$ cat src/rtl/wsd_pkg.sv
`default_nettype none
// ----------------------------------------------------------------------------
// wsd_pkg
// Types and constants shared by the WebSocket frame deframer modules.
// ----------------------------------------------------------------------------
package wsd_pkg;

  localparam logic [2:0] PH_HDR0    = 3'd0;
  localparam logic [2:0] PH_HDR1    = 3'd1;
  localparam logic [2:0] PH_EXTLEN  = 3'd2;
  localparam logic [2:0] PH_MASK    = 3'd3;
  localparam logic [2:0] PH_PAYLOAD = 3'd4;

  localparam logic [3:0] OP_CONT  = 4'h0;
  localparam logic [3:0] OP_TEXT  = 4'h1;
  localparam logic [3:0] OP_BIN   = 4'h2;
  localparam logic [3:0] OP_CLOSE = 4'h8;
  localparam logic [3:0] OP_PING  = 4'h9;
  localparam logic [3:0] OP_PONG  = 4'hA;

  localparam logic [2:0] KIND_TEXT  = 3'd0;
  localparam logic [2:0] KIND_BIN   = 3'd1;
  localparam logic [2:0] KIND_CONT  = 3'd2;
  localparam logic [2:0] KIND_CLOSE = 3'd3;
  localparam logic [2:0] KIND_PING  = 3'd4;
  localparam logic [2:0] KIND_PONG  = 3'd5;
  localparam logic [2:0] KIND_ERROR = 3'd6;

  localparam logic [6:0] LEN_MAX_SHORT = 7'd125;
  localparam logic [6:0] LEN_EXT16     = 7'd126;
  localparam logic [3:0] EXT16_BYTES   = 4'd2;
  localparam logic [3:0] EXT64_BYTES   = 4'd8;
  localparam logic [3:0] MASK_BYTES    = 4'd4;

  typedef struct packed {
    logic       has_payload;
    logic [7:0] payload_byte;
    logic       frame_end;
    logic [2:0] frame_kind;
  } result_t;

endpackage
`default_nettype wire

$ cat src/rtl/websocket_frame_deframer.sv
`default_nettype none
// ----------------------------------------------------------------------------
// websocket_frame_deframer
// Receive-side WebSocket deframer: header parsing and payload unmasking.
// ----------------------------------------------------------------------------
// Input channel (in_valid/in_ready/data_byte) carries the frame stream, one
// byte per request. Output channel (out_valid/out_ready) carries a result
// per payload byte, plus one for the last header byte of an empty frame;
// other header bytes give no result.
// A result is registered and appears on the output in the cycle after its byte is taken.
// Throughput: one byte per cycle while the result register is free, set by the
// parser state update feeding the one-entry result register.
// in_ready = !out_valid || out_ready: a held result that is being taken
// still lets the next byte in the same cycle.
// Receiver stall: the result holds in the output register and input stops
// only while that register is full and not taken.
// Reset: synchronous; parser returns to the first header byte, fragment
// type clears to text, output register empties.
// ----------------------------------------------------------------------------
module websocket_frame_deframer (
  input  wire logic       clk,
  input  wire logic       rst,
  input  wire logic       in_valid,
  output logic            in_ready,
  input  wire logic [7:0] data_byte,
  output logic            out_valid,
  input  wire logic       out_ready,
  output logic            has_payload,
  output logic [7:0]      payload_byte,
  output logic            frame_end,
  output logic [2:0]      frame_kind
);
  import wsd_pkg::*;

  logic    step;
  logic    res_valid;
  result_t res;
  result_t held;

  assign step = in_valid && in_ready;

  wsd_parser u_parser (
    .clk       (clk),
    .rst       (rst),
    .step      (step),
    .data_byte (data_byte),
    .res       (res),
    .res_valid (res_valid)
  );

  wsd_out_reg u_out_reg (
    .clk       (clk),
    .rst       (rst),
    .push      (step && res_valid),
    .res       (res),
    .free      (in_ready),
    .out_valid (out_valid),
    .out_ready (out_ready),
    .held      (held)
  );

  assign has_payload  = held.has_payload;
  assign payload_byte = held.payload_byte;
  assign frame_end    = held.frame_end;
  assign frame_kind   = held.frame_kind;

endmodule
`default_nettype wire

$ cat src/rtl/wsd_parser.sv
`default_nettype none
// ----------------------------------------------------------------------------
// wsd_parser
// Header/payload state machine; a result per payload byte or empty frame.
// ----------------------------------------------------------------------------
module wsd_parser (
  input  wire logic             clk,
  input  wire logic             rst,
  input  wire logic             step,
  input  wire logic [7:0]       data_byte,
  output wsd_pkg::result_t      res,
  output logic                  res_valid
);
  import wsd_pkg::*;

  logic [2:0]  phase, phase_next;
  logic        fin_flag, fin_flag_next;
  logic [3:0]  opcode_seen, opcode_seen_next;
  logic        masked_flag, masked_flag_next;
  logic [3:0]  header_bytes_left, header_bytes_left_next;
  logic [63:0] payload_left, payload_left_next;
  logic [31:0] mask_key, mask_key_next;
  logic [1:0]  mask_index, mask_index_next;
  logic        binary_continuation, binary_continuation_next;

  logic        hdr_done;
  logic [63:0] hdr_len;
  logic        finish;
  logic [3:0]  hbl_dec;
  logic [7:0]  mask_byte;
  logic [2:0]  kind;

  always_comb begin
    unique case (opcode_seen)
      OP_CONT:  kind = fin_flag ? (binary_continuation ? KIND_BIN : KIND_TEXT) : KIND_CONT;
      OP_TEXT:  kind = fin_flag ? KIND_TEXT : KIND_CONT;
      OP_BIN:   kind = fin_flag ? KIND_BIN : KIND_CONT;
      OP_CLOSE: kind = KIND_CLOSE;
      OP_PING:  kind = KIND_PING;
      OP_PONG:  kind = KIND_PONG;
      default:  kind = KIND_ERROR;
    endcase
  end

  always_comb begin
    unique case (mask_index)
      2'd0:    mask_byte = mask_key[31:24];
      2'd1:    mask_byte = mask_key[23:16];
      2'd2:    mask_byte = mask_key[15:8];
      default: mask_byte = mask_key[7:0];
    endcase
  end

  assign hbl_dec = header_bytes_left - 4'd1;

  always_comb begin
    phase_next               = phase;
    fin_flag_next            = fin_flag;
    opcode_seen_next         = opcode_seen;
    masked_flag_next         = masked_flag;
    header_bytes_left_next   = header_bytes_left;
    payload_left_next        = payload_left;
    mask_key_next            = mask_key;
    mask_index_next          = mask_index;
    binary_continuation_next = binary_continuation;
    hdr_done  = 1'b0;
    hdr_len   = payload_left;
    finish    = 1'b0;
    res_valid = 1'b0;
    res       = '0;

    unique case (phase)
      PH_HDR1: begin
        masked_flag_next = data_byte[7];
        mask_key_next    = '0;
        mask_index_next  = '0;
        if (data_byte[6:0] <= LEN_MAX_SHORT) begin
          payload_left_next = {57'd0, data_byte[6:0]};
          hdr_len           = {57'd0, data_byte[6:0]};
          if (data_byte[7]) begin
            header_bytes_left_next = MASK_BYTES;
            phase_next             = PH_MASK;
          end else begin
            hdr_done = 1'b1;
          end
        end else begin
          payload_left_next      = '0;
          header_bytes_left_next = (data_byte[6:0] == LEN_EXT16) ? EXT16_BYTES : EXT64_BYTES;
          phase_next             = PH_EXTLEN;
        end
      end
      PH_EXTLEN: begin
        payload_left_next      = {payload_left[55:0], data_byte};
        hdr_len                = {payload_left[55:0], data_byte};
        header_bytes_left_next = hbl_dec;
        if (hbl_dec == 4'd0) begin
          if (masked_flag) begin
            header_bytes_left_next = MASK_BYTES;
            phase_next             = PH_MASK;
          end else begin
            hdr_done = 1'b1;
          end
        end
      end
      PH_MASK: begin
        mask_key_next          = {mask_key[23:0], data_byte};
        header_bytes_left_next = hbl_dec;
        if (hbl_dec == 4'd0) begin
          hdr_done = 1'b1;
        end
      end
      PH_PAYLOAD: begin
        mask_index_next   = mask_index + 2'd1;
        payload_left_next = payload_left - 64'd1;
        res_valid         = 1'b1;
        res.has_payload   = 1'b1;
        res.payload_byte  = masked_flag ? (data_byte ^ mask_byte) : data_byte;
        if (payload_left == 64'd1) begin
          finish = 1'b1;
        end
      end
      default: begin
        fin_flag_next    = data_byte[7];
        opcode_seen_next = data_byte[3:0];
        phase_next       = PH_HDR1;
      end
    endcase

    if (hdr_done) begin
      if (hdr_len == 64'd0) begin
        res_valid = 1'b1;
        finish    = 1'b1;
      end else begin
        mask_index_next = '0;
        phase_next      = PH_PAYLOAD;
      end
    end

    if (finish) begin
      res.frame_end  = 1'b1;
      res.frame_kind = kind;
      phase_next     = PH_HDR0;
      if (!fin_flag && (opcode_seen == OP_TEXT || opcode_seen == OP_BIN)) begin
        binary_continuation_next = (opcode_seen == OP_BIN);
      end
    end
  end

  always_ff @(posedge clk) begin
    if (rst) begin
      phase               <= PH_HDR0;
      fin_flag            <= 1'b0;
      opcode_seen         <= '0;
      masked_flag         <= 1'b0;
      header_bytes_left   <= '0;
      payload_left        <= '0;
      mask_key            <= '0;
      mask_index          <= '0;
      binary_continuation <= 1'b0;
    end else if (step) begin
      phase               <= phase_next;
      fin_flag            <= fin_flag_next;
      opcode_seen         <= opcode_seen_next;
      masked_flag         <= masked_flag_next;
      header_bytes_left   <= header_bytes_left_next;
      payload_left        <= payload_left_next;
      mask_key            <= mask_key_next;
      mask_index          <= mask_index_next;
      binary_continuation <= binary_continuation_next;
    end
  end

endmodule
`default_nettype wire

$ cat src/rtl/wsd_out_reg.sv
`default_nettype none
// ----------------------------------------------------------------------------
// wsd_out_reg
// Result register between the parser and the output channel.
// ----------------------------------------------------------------------------
module wsd_out_reg (
  input  wire logic             clk,
  input  wire logic             rst,
  input  wire logic             push,
  input  wire wsd_pkg::result_t res,
  output logic                  free,
  output logic                  out_valid,
  input  wire logic             out_ready,
  output wsd_pkg::result_t      held
);
  import wsd_pkg::*;

  assign free = !out_valid || out_ready;

  always_ff @(posedge clk) begin
    if (rst) begin
      out_valid <= 1'b0;
    end else if (push) begin
      out_valid <= 1'b1;
    end else if (out_ready) begin
      out_valid <= 1'b0;
    end
  end

  always_ff @(posedge clk) begin
    if (push) begin
      held <= res;
    end
  end

endmodule
`default_nettype wire
$ cat config.mk
export PLATFORM = sky130hd
export DESIGN_NAME = websocket_frame_deframer
export DESIGN_NICKNAME = d
export VERILOG_FILES = /design/src/rtl/wsd_pkg.sv /design/src/rtl/websocket_frame_deframer.sv /design/src/rtl/wsd_parser.sv /design/src/rtl/wsd_out_reg.sv
export SDC_FILE = /design/constraint.sdc
export NUM_CORES = 1
export LEC_CHECK = 0
export BUFFER_PORTS_ARGS = -buffer_cell sky130_fd_sc_hd__buf_4
export CORE_UTILIZATION = 30
export DETAILED_ROUTE_END_ITERATION = 6
export PLACE_DENSITY = 0.53
export SYNTH_ARGS = -nofsm -noshare
export SYNTH_HDL_FRONTEND = slang
export SYNTH_SLANG_ARGS = --single-unit
$ cat constraint.sdc
create_clock -name clk -period 3.7 [get_ports clk]
set_input_delay 0.74 -clock clk [delete_from_list [all_inputs] [get_ports clk]]
set_output_delay 0.74 -clock clk [all_outputs]
set_load 0.02 [all_outputs]
==> summary.md <==
| Metric | Value |
|---|---|
| Critical Path RT | roughly 3800 ps |
| Longest Clk Path Bufs | 2 |
| Post-DP Area | 7510 sq um |
| Commonest non-fill, non-tap cells in the layout | nand2_1 (114), dfxtp_1 (113), nor2_1 (94), a21oi_1 (75), buf_4 (59) |
| Hold EP | u_parser.mask_key[30] |
| Core area | ~23000 sq um |
| Syn Area/Cell | 7.87 sq um |
| EDFF count, synth | 13 |
| Detailed-placement wirelength estimate | 14700 microns |
| Cts hold-fix bufs | 0 |
| Setup bufs post-CTS | 0 |
| Layout cells sized above 1 | 0.127 |
| Row count | 55 |
| Hold Crit Start | u_parser.mask_key[30] |
| Netlist Area Pre-Place | ~7000 sq um |
| Slew headroom | 0.470 |
| CTS Root Cell | clkbuf_16 |
| # diodes | 0 |
| Worst setup margin | around 640 ps |
| Static leakage | approximately 2.9 nW |
| Critical path fanouts, max | 13 |
| #FFs+latches synth | between 100 and 150 |
| Max VDD drop | 345 uV |
| Reg2reg path depth | 8 |
| RSZ-0062 raised after global routing | false |
| Post-CTS Resized | 0 |
| Total CTS buffers | 17 |
| Vias/cell | ~5.6 |
| Final Util | 0.356 |
| M1 WL | about 11000 microns |
| Slew Limit Fails | 0 |
| Startpoint Class | register |
| Post-synth top flop | dfxtp_1 |
| Post-layout nets | 917 |
| Max frequency | 0.326 GHz |
| H-Tree Depth | 4 |
| Die height | roughly 150 microns |
| Status | completed |
| Number of antenna violations at the first check in global routing | 0 |
| Post-synthesis cell type count | between 70 and 80 |
| Reg2reg end | u_out_reg.held[2] |
| Die ar. | 23800 sq um |
| Worst r2r src | u_parser.payload_left[29] |
| Seq/Total Area, Yosys | 0.381 |
| Met2 wire len | between 9000 and 10000 microns |
| Post-DRT Antenna Nets | 0 |
| WHS Path Cells | 2 |
| Sink Count | between 100 and 150 |
| Gr usage total | 0.188 |
| Die X | 154 microns |
| Final instance area | between 8000 and 9000 sq um |
| Post-route minimum period | 3060 ps |
| Via Count | between 6000 and 7000 |
| Yosys top cell by area | dfxtp_1 |
| Ys async rst share | 0 |
| R2R Setup Slk | 640 ps |
| Reg clk slew, reported paths | about 60 ps |
| Warnings from Yosys | 0 |
| Largest net degree at the start of global routing | 46 |
| First-pass GRT wire length | approximately 35000 microns |
| Crit path DAT | approximately 3200 ps |
| PwrDens | just over 500 nW/um^2 |
| Top layer reached by signal wires | met4 |
| WL per Instance | 18.4 microns |
| DRC | 0 |
| DRT iter0 DRCs | 720 |
| Overflow after GRT | 0 |
| Most common cell after layout, fill and taps aside | nand2_1 |
| Syn_nets | 904 |
| Layout area overhead | 16.4% |
| Finished Layout Cells | 1195 |
| Initial core utilization | 0.306 |
| Post-route clock period utilization | 0.828 |
| Met3 wire len | 1240 microns |
| DRT Wirelength | 22000 microns |
| Class of the most critical setup path | register to register |
| IO Pins | 27 |
| Top post-synthesis cells by area | dfxtp_1 (33%), nand2_1 (6.2%), edfxtp_1 (5.6%) |
| Clock Latency Late Sink | approximately 430 ps |
| DP Worst Slack | 498 ps |
| Buffers added on ports | 26 |
| Post-synth top area share | 0.325 |
| Final setup viols | 0 |
| Worst slew pin tran | 788 ps |
| CTS tree | yes |
| Gate Count Post-Synth | around 900 |
| Cells after DPL | 1163 |
| CP endpoint kind | register |
| MaxCap Viol Count | 0 |
| Pre-antenna DRT Iters | 6 |
| Final setup skew | roughly 13 ps |
| Routability Congestion | just over 0.9 |
| Setup_tns | 0 ps |
| Final Hold Viols | 0 |
| Vias in the first global route | around 6200 |
| Min-delay worst type | register to register |
==> through the flow <==
step           hold WS [ps]  power [mW]
2_1_floorplan           431        2.19
3_3_place_gp            439        2.52
3_5_place_dp            443        2.51
4_1_cts                 452        4.19
5_1_grt                 474        4.38
6_report                450        4.18
==> final cells by class <==
type,instances,area (sq um)
clock buffers,17,425
clock inverters,15,160
fillers,2388,14600
inverters,17,63.8
multi-input cells,676,3990
flip-flops and latches,126,2650
well taps,285,357
repair buffers,59,443
==> routing by layer <==
layer  vias to the layer above  track usage
li1                       3266            -
met1                      3248        0.268
met2                       206        0.285
met3                        27       0.0364
met4                         0       0.0580
met5                         -            0
==> registers in the layout (all words and copies together), names as in the netlist, 2 cells and up <==
signal,flops
u_parser.mask_key,32
u_out_reg.held,13
u_parser.mask_index,2
u_parser.header_bytes_left,4
u_parser.payload_left,64
u_parser.opcode_seen,4
u_parser.phase,3
==> cells by family after synthesis <==
| logic type | Yosys count | synth area share |
|---|---|---|
| fa+ha+maj | 9 | 0.0158 |
| xor+xnor | 39 | 0.0491 |
| flops | 126 | 0.381 |
| compound gates | 257 | 0.239 |
| mux | 6 | 0.00882 |
| simple gates | 365 | 0.260 |
| buf+inv | 82 | 0.0453 |
==> report_power, final <==
part	total [mW]	leakage (nW)	switching (mW)	internal, mW
clock network	1.68	0.275	0.679	0.998
registers	1.47	1.03	0.0544	1.41
logic	1.03	1.56	0.643	0.387
==> Yosys cell counts (10+ instances only) <==
cell type,n
nor2_1,94
inv_1,16
o21ai_0,53
nor3_1,25
o22ai_1,16
a21oi_1,75
nand2b_1,10
xnor2_1,12
nand2_1,114
clkbuf_1,54
nand3_1,45
a222oi_1,12
nor4_1,18
edfxtp_1,13
xor2_1,27
dfxtp_1,113
a22oi_1,38
==> critical path, cell delays in order (launching register included) <==
cell	delay, ps
dfxtp_1	380
nor4_2	690
and3_1	390
and3_1	290
a31oi_1	130
a2111oi_2	330
nand2_1	140
a21oi_1	160
buf_4	230
==> how the worst max path moves through the flow <==
stage                     slack, ps  cells past startpoint                       from                         to
after global routing            370                      9   u_parser.payload_left[4]  u_parser.payload_left[48]
after CTS                       660                      8  u_parser.payload_left[48]          u_out_reg.held[2]
after detailed placement        500                      9               data_byte[3]          u_out_reg.held[7]
after floorplan                 440                      7               data_byte[3]          u_out_reg.held[0]
final                           640                      8  u_parser.payload_left[29]          u_out_reg.held[2]
after global placement          520                      9               data_byte[3]          u_out_reg.held[7]
(Power assumes the default switching activity.)
